--- config.mk ---
export PLATFORM = sky130hd
export DESIGN_NAME = preemptive_priority_scheduler_core
export DESIGN_NICKNAME = d
export VERILOG_FILES = /design/src/rtl/pps_pkg.sv /design/src/rtl/pps_job_store.sv /design/src/rtl/pps_pick_unit.sv /design/src/rtl/preemptive_priority_scheduler_core.sv
export SDC_FILE = /design/constraint.sdc
export NUM_CORES = 1
export LEC_CHECK = 0
export BUFFER_PORTS_ARGS = -buffer_cell sky130_fd_sc_hd__buf_2
export CAP_MARGIN = 20
export CORE_AREA = 10 10 225 440
export CTS_CLUSTER_SIZE = 28
export DETAILED_ROUTE_END_ITERATION = 10
export DIE_AREA = 0 0 235 450
export PLACE_DENSITY = 0.59
export SYNTH_ARGS = -nofsm -noshare
export SYNTH_HDL_FRONTEND = slang
export SYNTH_HIERARCHICAL = 1
export SYNTH_SLANG_ARGS = --single-unit
--- constraint.sdc ---
create_clock -name i_clk -period 7 [get_ports i_clk]
set_input_delay 0.35 -clock i_clk [delete_from_list [all_inputs] [get_ports i_clk]]
set_output_delay 0.35 -clock i_clk [all_outputs]
set_load 0.01 [all_outputs]
--- src/rtl/pps_pkg.sv ---
`timescale 1ns / 1ps

package pps_pkg;

    localparam int ARR_W         = 10;
    localparam int BURST_W       = 10;
    localparam int PRIO_W        = 8;
    localparam int TOUT_W        = 15;
    localparam int JOB_IDX_W     = 4;
    localparam int DEF_NUM_SLOTS = 16;

    localparam logic [TOUT_W-1:0] TIME_MAX = {TOUT_W{1'b1}};

    typedef struct packed {
        logic [ARR_W-1:0]   arrival;
        logic [BURST_W-1:0] burst;
        logic [PRIO_W-1:0]  prio;
        logic [BURST_W-1:0] remain;
        logic [TOUT_W-1:0]  finish;
    } t_job_rec;

    typedef struct packed {
        logic clear;
        logic eval;
    } t_pick_ctl;

endpackage

--- src/rtl/pps_job_store.sv ---
`timescale 1ns / 1ps

module pps_job_store #(
    parameter int NUM_SLOTS = pps_pkg::DEF_NUM_SLOTS,
    parameter int IDX_W     = $clog2(NUM_SLOTS)
) (
    input  logic              i_clk,
    input  logic              i_we,
    input  logic [IDX_W-1:0]  i_waddr,
    input  pps_pkg::t_job_rec i_wdata,
    input  logic [IDX_W-1:0]  i_raddr,
    output pps_pkg::t_job_rec o_rdata
);
    import pps_pkg::*;

    t_job_rec r_mem [NUM_SLOTS];
    t_job_rec r_rdata;

    always_ff @(posedge i_clk) begin
        if (i_we) begin
            r_mem[i_waddr] <= i_wdata;
        end
        r_rdata <= r_mem[i_raddr];
    end

    assign o_rdata = r_rdata;

endmodule

--- src/rtl/pps_pick_unit.sv ---
`timescale 1ns / 1ps

module pps_pick_unit #(
    parameter int IDX_W  = 4,
    parameter int TIME_W = 15
) (
    input  logic              i_clk,
    input  logic              i_rst_n,
    input  pps_pkg::t_pick_ctl i_ctl,
    input  pps_pkg::t_job_rec i_cand,
    input  logic [IDX_W-1:0]  i_cand_idx,
    input  logic [TIME_W-1:0] i_now,
    output logic              o_found,
    output pps_pkg::t_job_rec o_best,
    output logic [IDX_W-1:0]  o_best_idx
);
    import pps_pkg::*;

    logic             r_found;
    t_job_rec         r_best;
    logic [IDX_W-1:0] r_best_idx;
    logic             n_take;

    assign n_take = i_ctl.eval && (i_cand.remain != '0)
                    && (TIME_W'(i_cand.arrival) <= i_now)
                    && (!r_found || (i_cand.prio < r_best.prio));

    always_ff @(posedge i_clk) begin
        if (!i_rst_n) begin
            r_found <= 1'b0;
        end else if (i_ctl.clear) begin
            r_found <= 1'b0;
        end else if (n_take) begin
            r_found <= 1'b1;
        end
        if (n_take) begin
            r_best     <= i_cand;
            r_best_idx <= i_cand_idx;
        end
    end

    assign o_found    = r_found;
    assign o_best     = r_best;
    assign o_best_idx = r_best_idx;

endmodule

--- src/rtl/preemptive_priority_scheduler_core.sv ---
`timescale 1ns / 1ps

// Preemptive priority scheduler. Each accepted request (start high while busy is low) loads one
// job. The job marked last, or the one that fills all NUM_SLOTS slots, starts the run: time is
// simulated one unit at a time; for each unit one comparator walks the job memory one slot per
// cycle, then the picked job is written back. Idle units cost the same as busy ones. Results
// then come out one per cycle in load order, one cycle each with o_valid high, after the
// registered memory read and the output registers; o_last_result marks the final one. The
// receiver cannot stall, so results must be taken as they appear. busy rises after the last
// job and drops in the cycle that carries the last result, so the next set can load from that
// cycle on.
module preemptive_priority_scheduler_core #(
    parameter int NUM_SLOTS = pps_pkg::DEF_NUM_SLOTS
) (
    input  logic                            i_clk,
    input  logic                            i_rst_n,
    input  logic                            start,
    output logic                            busy,
    input  logic [pps_pkg::ARR_W-1:0]       i_arrival_time,
    input  logic [pps_pkg::BURST_W-1:0]     i_burst_time,
    input  logic [pps_pkg::PRIO_W-1:0]      i_priority_req,
    input  logic                            i_last_job,
    output logic                            o_valid,
    output logic [pps_pkg::JOB_IDX_W-1:0]   o_job_index,
    output logic [pps_pkg::TOUT_W-1:0]      o_finish_time,
    output logic [pps_pkg::TOUT_W-1:0]      o_turn_time,
    output logic [pps_pkg::TOUT_W-1:0]      o_wait_units,
    output logic                            o_last_result
);
    import pps_pkg::*;

    localparam int IDX_W   = $clog2(NUM_SLOTS);
    localparam int CNT_W   = $clog2(NUM_SLOTS + 1);
    localparam int TRAW_W  = ARR_W + $clog2(NUM_SLOTS) + 1;
    localparam int TIME_W  = (TRAW_W > TOUT_W) ? TRAW_W : TOUT_W;

    typedef enum logic [1:0] {
        S_LOAD,
        S_SCAN,
        S_UPD,
        S_OUT
    } t_state;

    t_state             r_state;
    logic [CNT_W-1:0]   r_count;
    logic [CNT_W-1:0]   r_fin_cnt;
    logic [CNT_W-1:0]   r_addr;
    logic               r_rd_vld;
    logic [IDX_W-1:0]   r_rd_idx;
    logic [TIME_W-1:0]  r_now;
    logic               r_valid;
    logic               r_last;
    logic [JOB_IDX_W-1:0] r_job_index;
    logic [TOUT_W-1:0]  r_comp;
    logic [TOUT_W-1:0]  r_tat;
    logic [TOUT_W-1:0]  r_wt;

    logic               n_we;
    logic [IDX_W-1:0]   n_waddr;
    t_job_rec           n_wdata;
    t_job_rec           rd_rec;
    t_pick_ctl          pick_ctl;
    logic               pick_found;
    t_job_rec           pick_best;
    logic [IDX_W-1:0]   pick_idx;
    logic [BURST_W-1:0] n_burst;
    logic [CNT_W-1:0]   n_count_inc;
    logic [CNT_W-1:0]   n_fin_inc;
    logic [TIME_W:0]    n_now_inc;
    logic [TOUT_W-1:0]  n_finish;
    logic [TOUT_W-1:0]  n_tat;
    logic [TOUT_W-1:0]  n_wt;
    logic               n_done;
    logic               n_rd_last;

    assign n_burst     = (i_burst_time == '0) ? BURST_W'(1) : i_burst_time;
    assign n_count_inc = r_count + 1'b1;
    assign n_fin_inc   = r_fin_cnt + 1'b1;
    assign n_now_inc   = {1'b0, r_now} + 1'b1;
    assign n_finish    = (n_now_inc > (TIME_W + 1)'(TIME_MAX)) ? TIME_MAX
                                                                : TOUT_W'(n_now_inc);
    assign n_done      = pick_found && (pick_best.remain == BURST_W'(1));
    assign n_rd_last   = (CNT_W'(r_rd_idx) == (r_count - 1'b1));

    always_comb begin
        n_tat = '0;
        n_wt  = '0;
        if (rd_rec.finish > TOUT_W'(rd_rec.arrival)) begin
            n_tat = rd_rec.finish - TOUT_W'(rd_rec.arrival);
        end
        if (n_tat > TOUT_W'(rd_rec.burst)) begin
            n_wt = n_tat - TOUT_W'(rd_rec.burst);
        end
    end

    always_comb begin
        n_we    = 1'b0;
        n_waddr = r_count[IDX_W-1:0];
        n_wdata = '{arrival: i_arrival_time, burst: n_burst, prio: i_priority_req,
                    remain: n_burst, finish: '0};
        case (r_state)
            S_LOAD: begin
                n_we = start;
            end
            S_UPD: begin
                n_we           = pick_found;
                n_waddr        = pick_idx;
                n_wdata        = pick_best;
                n_wdata.remain = pick_best.remain - 1'b1;
                if (n_done) begin
                    n_wdata.finish = n_finish;
                end
            end
            default: begin
                n_we = 1'b0;
            end
        endcase
    end

    assign pick_ctl.clear = (r_state == S_UPD);
    assign pick_ctl.eval  = (r_state == S_SCAN) && r_rd_vld;

    pps_job_store #(
        .NUM_SLOTS (NUM_SLOTS),
        .IDX_W     (IDX_W)
    ) u_store (
        .i_clk   (i_clk),
        .i_we    (n_we),
        .i_waddr (n_waddr),
        .i_wdata (n_wdata),
        .i_raddr (r_addr[IDX_W-1:0]),
        .o_rdata (rd_rec)
    );

    pps_pick_unit #(
        .IDX_W  (IDX_W),
        .TIME_W (TIME_W)
    ) u_pick (
        .i_clk      (i_clk),
        .i_rst_n    (i_rst_n),
        .i_ctl      (pick_ctl),
        .i_cand     (rd_rec),
        .i_cand_idx (r_rd_idx),
        .i_now      (r_now),
        .o_found    (pick_found),
        .o_best     (pick_best),
        .o_best_idx (pick_idx)
    );

    always_ff @(posedge i_clk) begin
        if (!i_rst_n) begin
            r_state   <= S_LOAD;
            r_count   <= '0;
            r_fin_cnt <= '0;
            r_addr    <= '0;
            r_rd_vld  <= 1'b0;
            r_now     <= '0;
            r_valid   <= 1'b0;
            r_last    <= 1'b0;
        end else begin
            r_valid <= (r_state == S_OUT) && r_rd_vld;
            r_last  <= (r_state == S_OUT) && r_rd_vld && n_rd_last;
            case (r_state)
                S_LOAD: begin
                    r_addr   <= '0;
                    r_rd_vld <= 1'b0;
                    if (start) begin
                        r_count <= n_count_inc;
                        if (i_last_job || (n_count_inc == CNT_W'(NUM_SLOTS))) begin
                            r_state <= S_SCAN;
                        end
                    end
                end
                S_SCAN: begin
                    r_rd_vld <= (r_addr < r_count);
                    r_rd_idx <= r_addr[IDX_W-1:0];
                    if (r_addr < r_count) begin
                        r_addr <= r_addr + 1'b1;
                    end
                    if ((r_addr == r_count) && r_rd_vld) begin
                        r_state <= S_UPD;
                    end
                end
                S_UPD: begin
                    r_now    <= n_now_inc[TIME_W-1:0];
                    r_addr   <= '0;
                    r_rd_vld <= 1'b0;
                    if (n_done && (n_fin_inc == r_count)) begin
                        r_fin_cnt <= n_fin_inc;
                        r_state   <= S_OUT;
                    end else begin
                        if (n_done) begin
                            r_fin_cnt <= n_fin_inc;
                        end
                        r_state <= S_SCAN;
                    end
                end
                S_OUT: begin
                    if (r_rd_vld) begin
                        r_job_index <= JOB_IDX_W'(r_rd_idx);
                        r_comp      <= rd_rec.finish;
                        r_tat       <= n_tat;
                        r_wt        <= n_wt;
                    end
                    if (r_rd_vld && n_rd_last) begin
                        r_state   <= S_LOAD;
                        r_count   <= '0;
                        r_fin_cnt <= '0;
                        r_now     <= '0;
                        r_addr    <= '0;
                        r_rd_vld  <= 1'b0;
                    end else begin
                        r_rd_vld <= (r_addr < r_count);
                        r_rd_idx <= r_addr[IDX_W-1:0];
                        if (r_addr < r_count) begin
                            r_addr <= r_addr + 1'b1;
                        end
                    end
                end
                default: begin
                    r_state <= S_LOAD;
                end
            endcase
        end
    end

    assign busy          = (r_state != S_LOAD);
    assign o_valid       = r_valid;
    assign o_job_index   = r_job_index;
    assign o_finish_time = r_comp;
    assign o_turn_time   = r_tat;
    assign o_wait_units  = r_wt;
    assign o_last_result = r_last;

`ifndef SYNTH
    a_fin_bounded: assert property (@(posedge i_clk) disable iff (!i_rst_n)
        r_fin_cnt <= r_count)
        else $error("finished count exceeds job count");

    a_burst_out: assert property (@(posedge i_clk) disable iff (!i_rst_n)
        o_valid && !o_last_result |=> o_valid)
        else $error("result burst broken before last result");

    a_tat_le_comp: assert property (@(posedge i_clk) disable iff (!i_rst_n)
        o_valid |-> (o_turn_time <= o_finish_time))
        else $error("turnaround exceeds completion time");

    a_wt_le_tat: assert property (@(posedge i_clk) disable iff (!i_rst_n)
        o_valid |-> (o_wait_units < o_turn_time))
        else $error("waiting time not below turnaround time");

    a_no_load_in_run: assert property (@(posedge i_clk) disable iff (!i_rst_n)
        (r_state == S_SCAN) |=> (r_count == $past(r_count)))
        else $error("job count changed during run");
`endif

endmodule

# [Word level (Yosys, flattened, before mapping)]
# Memories as Yosys holds them, arrays and structs flattened. A register that Yosys moved wholly into a read port is not among the register bits.
# Index checks and enable logic that the tools add are counted.
[classes] bitwise_logic=1 order_cmp=6 muxes=30 n_reduce_logical=28 n_eq_ne=14 add_sub_neg=8
[op_table] op="$mux 15" n=4
[op_table] op="$mux 53" n=1
[op_table] op="$gt 15x10->1" n=2
[op_table] op="$mux 5" n=6
[op_table] op="$pmux 15 s2" n=1
[op_table] op="$sub 15x10->15" n=2
[op_table] op="$pmux 5 s2" n=2
[op_table] op="$add 15x1->16 const B" n=1
[op_table] op="$gt 16x15->1 const B" n=1
[op_table] op="$add 5x1->5 const B" n=3
[op_table] op="$le 10x15->1" n=1
[op_table] op="$pmux 5 s3" n=1
[op_table] op="$reduce_and 3->1" n=4
[op_table] op="$eq 10x1->1 const B" n=1
[op_table] op="$eq 5x5->1" n=2
[op_table] op="$logic_and 1x1->1" n=10
[op_table] op="$logic_not 10->1" n=1
[op_table] op="$mux 10" n=1
[op_table] op="$mux 2" n=5
[op_table] op="$reduce_bool 10->1" n=1
[op_table] op="$sub 10x1->10 const B" n=1
[op_table] op="$lt 8x8->1" n=1
[op_table] op="$mux 4" n=2
[op_table] op="$pmux 2 s4" n=1
[op_table] op="other kinds (21)" n=32
[word_totals] out_inout_bits=52 register_bits=146 memories=1 in_bits=32 mem_bits_rw=848 elab_cells=108
[memory_table] memory="u_store.r_mem" depth=16 width=53 read_ports=1 rd_clocked_by_memory_dff=1 write_ports=1 line_no="pps_job_store.sv:16" text="t_job_rec r_mem [NUM_SLOTS];"

# [Longest topological paths before layout]
[depth] depth_word=6 mapped_depth=19

# [Modules after synthesis]
# The synthesis kept the hierarchy.
[by_module_without_submodules] module="pps_job_store" cells_per_inst=1370 area_per_inst_um2=32806.5 instances=1
[by_module_without_submodules] module="preemptive_priority_scheduler_core" cells_per_inst=712 area_per_inst_um2=5888.1 instances=1
[by_module_without_submodules] module="pps_pick_unit" cells_per_inst=130 area_per_inst_um2=2264.7 instances=1

# [Least setup slack after synthesis]
# Ideal clock, no wire load.
[synth_timing] path_kind="reg2reg" from="register r_state[0]" to="memory u_store/r_mem[0][0] (netlist name) (enable)" required_time_ps=6471 stages_incl_launch_ff=10 arrival_time_ps=5644 setup_slack_ps=827 n_path_buf=3 setup_time_ps=529 period_less_slack_ps=6173 path_cell_list="dfxtp_1 -> clkbuf_1 -> nand2b_1 -> clkinv_1 -> clkbuf_1 -> buf_1 -> nand2_1 -> nand2_1 -> or3b_2 -> nor3_1"
[synth_via] elab_chain_cells=4
[synth_rtl] element="start: declaration" line_no="preemptive_priority_scheduler_core.sv:44" text="t_state r_state;"
[synth_rtl] element="start signal: assignment" line_no="preemptive_priority_scheduler_core.sv:152" text="r_state <= S_LOAD;"
[synth_rtl] element="start signal: assignment" line_no="preemptive_priority_scheduler_core.sv:170" text="r_state <= S_SCAN;"
[synth_rtl] element="start signal: assignment" line_no="preemptive_priority_scheduler_core.sv:181" text="r_state <= S_UPD;"
[synth_rtl] element="$eq 2x2->1 / $logic_not 2->1 (equally long branches)" line_no="preemptive_priority_scheduler_core.sv:101" text="case (r_state)"
[synth_rtl] element="$pmux 1 s2 (*)" line_no="preemptive_priority_scheduler_core.sv:101"
[synth_rtl] element="net n_we" line_no="preemptive_priority_scheduler_core.sv:58" text="logic n_we;"
[synth_rtl] element="$mux 1 (*)" line_no="pps_job_store.sv:20" text="if (i_we) begin"
[synth_rtl] element="$mux 1 (not written as such) (*)" line_no="pps_job_store.sv:21" text="r_mem[i_waddr] <= i_wdata;"
[synth_rtl] element="end: declaration" line_no="pps_job_store.sv:16"
# Mark *: on every way through the listed nets, which the timed path passes. The rest lies on a longest branch.

# [Final worst setup path]
[layout_timing] from="register, netlist name u_store/o_rdata[49]" to="register r_wt[5] (netlist: o_wait_units[5]) (data pin)"
[layout_via] elab_chain_cells=3
[layout_rtl] element="$gt 15x10->1 (*)" line_no="preemptive_priority_scheduler_core.sv:88" text="if (rd_rec.finish > TOUT_W'(rd_rec.arrival)) begin"
[layout_rtl] element="$mux 15 (*)" line_no="preemptive_priority_scheduler_core.sv:88"
[layout_rtl] element="net n_tat[1]" line_no="preemptive_priority_scheduler_core.sv:71" text="logic [TOUT_W-1:0] n_tat;"
[layout_rtl] element="$sub 15x10->15 / $gt 15x10->1 (equally long branches)" line_no="preemptive_priority_scheduler_core.sv:92, preemptive_priority_scheduler_core.sv:91"
[layout_rtl] element="end signal: assignment" line_no="preemptive_priority_scheduler_core.sv:203" text="r_wt <= n_wt;"
[layout_rtl] element="end: declaration" line_no="preemptive_priority_scheduler_core.sv:56" text="logic [TOUT_W-1:0] r_wt;"
# Marks and branches as above.
# A chain may end at the register's enable or synchronous reset.

==> results_dict.tcl <==
set metrics [dict create \
    area_delta_synth_final_pct 12.32 \
    drt_pass1_iterations 5 \
    slowest_stage "a31oi_1" \
    numClockSinks 1047 \
    peakVddDrop_mv 0.1747 \
    drtIter0Drc 1708 \
    postCtsSetupRepairBufs 0 \
    die_height_um 450 \
    fin_crit_ps 4709 \
    via_per_inst 5.790 \
    cp_common_cell "o21ai_0" \
    wl_um 100400 \
    htree_levels 3 \
    yosysTopAreaCell "edfxtp_1" \
    wl_per_cell_um 27.72 \
    grt_pass1_vias 22234 \
    setup_violations 0 \
    multi_input_area_mm2 0.009814 \
    crit_required_ps 7430 \
    netlist_area_mm2 0.04096 \
    clk_latency_ps 690 \
    layout.cells.most_common "edfxtp_1" \
    clockBufferDepth 3 \
    post-dp-hpwl_um 59120 \
    clk_pin_slew_ps 60 \
    path_cells "inv_1, ha_1, o21ai_0, a21o_1, a31o_2, a31oi_1, and2_1, ha_1, nor2b_1, o31a_1, o21ai_0, o21ai_0, o31a_1, and4b_2, nor2_1" \
    initial_core_util_pct 44.65 \
    ctsResizeCount 0 \
    critPathTopFamily "compound AO/OA/AOI/OAI gates" \
    status "finished, final reports clean" \
    synth_ff_type "edfxtp_1" \
    fmax_mhz 212.4 \
    cts_hold_buf 0 \
    drv_cap 0 \
    core-area_mm2 0.09174 \
    drive_gt1_share_pct 22.30 \
    power.leakage_nw 15.00 \
    final_cell_mix "edfxtp_1, mux4_2, nand2_1, a22oi_1, clkbuf_16" \
    ctsRootBufferMaster "clkbuf_16" \
    synth.yosys.warnings 6 \
    end_kind "flop" \
    vias 20977 \
    ant_nets 0 \
    path_class "flop to flop" \
    die_width_um 235 \
    numPortBuffers 83 \
    clock_skew_ps 25.31 \
    ios 84 \
    cpPeakStageDelay_ps 490 \
    die_area_mm2 0.1058 \
    synth_area_leaders "edfxtp_1, mux4_2, dfxtp_1, a22oi_1, nand2_1" \
    synthArstFlopShare_pct 0 \
    cp-start-kind "flop" \
    fin_nets 2436 \
    syn_nets 2296 \
    cts_made_buffers 91 \
    regArea_mm2 0.03056 \
    fin_tns_setup_ps 0 \
    synth_seq_cells 1047 \
    fin_util_pct 50.15 \
    crit_arrival_ps 5140 \
    synth_top_area_share_pct 70.23 \
    power_density_mw_per_mm2 274.3 \
    synth_enable_flop_cells 958 \
    crit_buf_inv 1 \
    holdCritPathClass "input port to flop" \
    cp_max_fo 13 \
    routabilityCongestion 0.8701 \
    synth.distinct_cells 81 \
    timing.final.hold_violations 0 \
    worst_slew_pin_slew_ps 1085 \
    syn_inst 2212 \
    rows 157 \
    slew_viol_final 0 \
    whs_ps 95.14 \
    seq_area_frac_synth_pct 74.58 \
    slew_headroom_pct 27.64 \
    antenna_found_initial 1 \
    grt_usage_pct 18.79 \
    drc 0 \
    syn_area_per_cell_um2 18.52 \
    grt_pass1_wl_um 147900 \
    fin_crit_sh_pct 67.27 \
    rsz0062_at_grt "false" \
    cts_tree "built" \
    grt.overflow.total 0 \
    fillers 7386 \
    grt_max_degree 112 \
]
-- cell usage after synthesis, drive strengths merged, types with 30 or more instances --
cell type	count
edfxtp	958
mux4	212
nand2	177
a22oi	106
dfxtp	89
nor2	81
a21oi	73
inv	66
o21ai	58
buf	51
ha	50
clkbuf	49
xnor2	30
-- per-layer routing --
metal  up-vias  global-route usage, %  wire length, µm
li1       9098                      -                -
met1     11079                  21.73            37480
met2       640                  34.19            54420
met3       160                  2.686             4697
met4         0                  7.948             3819
met5         -                      0                0
-- per-stage QoR --
step / power [mW] / instance area [µm²] / setup WS [ps] / std cells
3_5_place_dp: 7.728 / 42900 / 2257 / 3433
4_1_cts: 12.72 / 45840 / 2267 / 3604
6_report: 12.62 / 46010 / 2291 / 3623
2_1_floorplan: 7.524 / 40960 / 827.1 / 2212
5_1_grt: 13.04 / 46010 / 2025 / 3623
3_3_place_gp: 7.706 / 42880 / 2389 / 3430
-- kinds of logic after synthesis --
| family | Yosys count | synth area share (%) |
|---|---|---|
| and+or+nand+nor | 382 | 4.225 |
| buffers and inverters | 167 | 1.821 |
| xor gates and xnor gates | 51 | 1.091 |
| DFF | 1047 | 74.58 |
| adders and majority gates | 52 | 1.625 |
| AOI/OAI and AO/OA | 296 | 4.863 |
| muxes | 217 | 11.79 |
-- state kept, by name (all words and copies together) (netlist names), 5 cells and up --
register / cells
r_fin_cnt: 5
u_store/o_rdata: 53
r_addr: 5
o_wait_units: 15
u_store/r_mem: 848
o_turn_time: 15
r_count: 5
u_pick/o_best: 53
r_now: 15
o_finish_time: 15
-- tightest hold or removal path: stages --
cell	delay (ps)
buf_2	100
a211oi_1	70
a211oi_1	210
-- report_power, final --
part	leakage (nW)	internal, mW	switching [mW]
Sequential	9.74	6.90	0.0471
Clock	1.43	2.77	2.26
Combinational	3.84	0.250	0.396
-- path summary, 6_finish.rpt --
path | from | cells past startpoint | end | slack (ps)
setup / recovery | u_store/o_rdata[49] | 15 | o_wait_units[5] | 2290
hold / removal | start | 3 | r_state[0] | 100
setup reg to reg | u_store/o_rdata[49] | 15 | o_wait_units[5] | 2290
hold reg to reg | u_store/o_rdata[22] | 0 | u_pick/o_best[22] | 430
-- cell type report --
cell class                      instances  share of cell area, %
Sequential cell                      1047                  66.42
Clock buffer                          117                  5.298
Inverter                               67                 0.5466
Tap cell                             1192                  3.242
Antenna cell                            1               0.005439
Timing Repair Buffer                  147                  2.067
Multi-Input combinational cell        998                  21.33
Clock inverter                         54                  1.091
No activity file was read; power rests on OpenSTA's default activity.
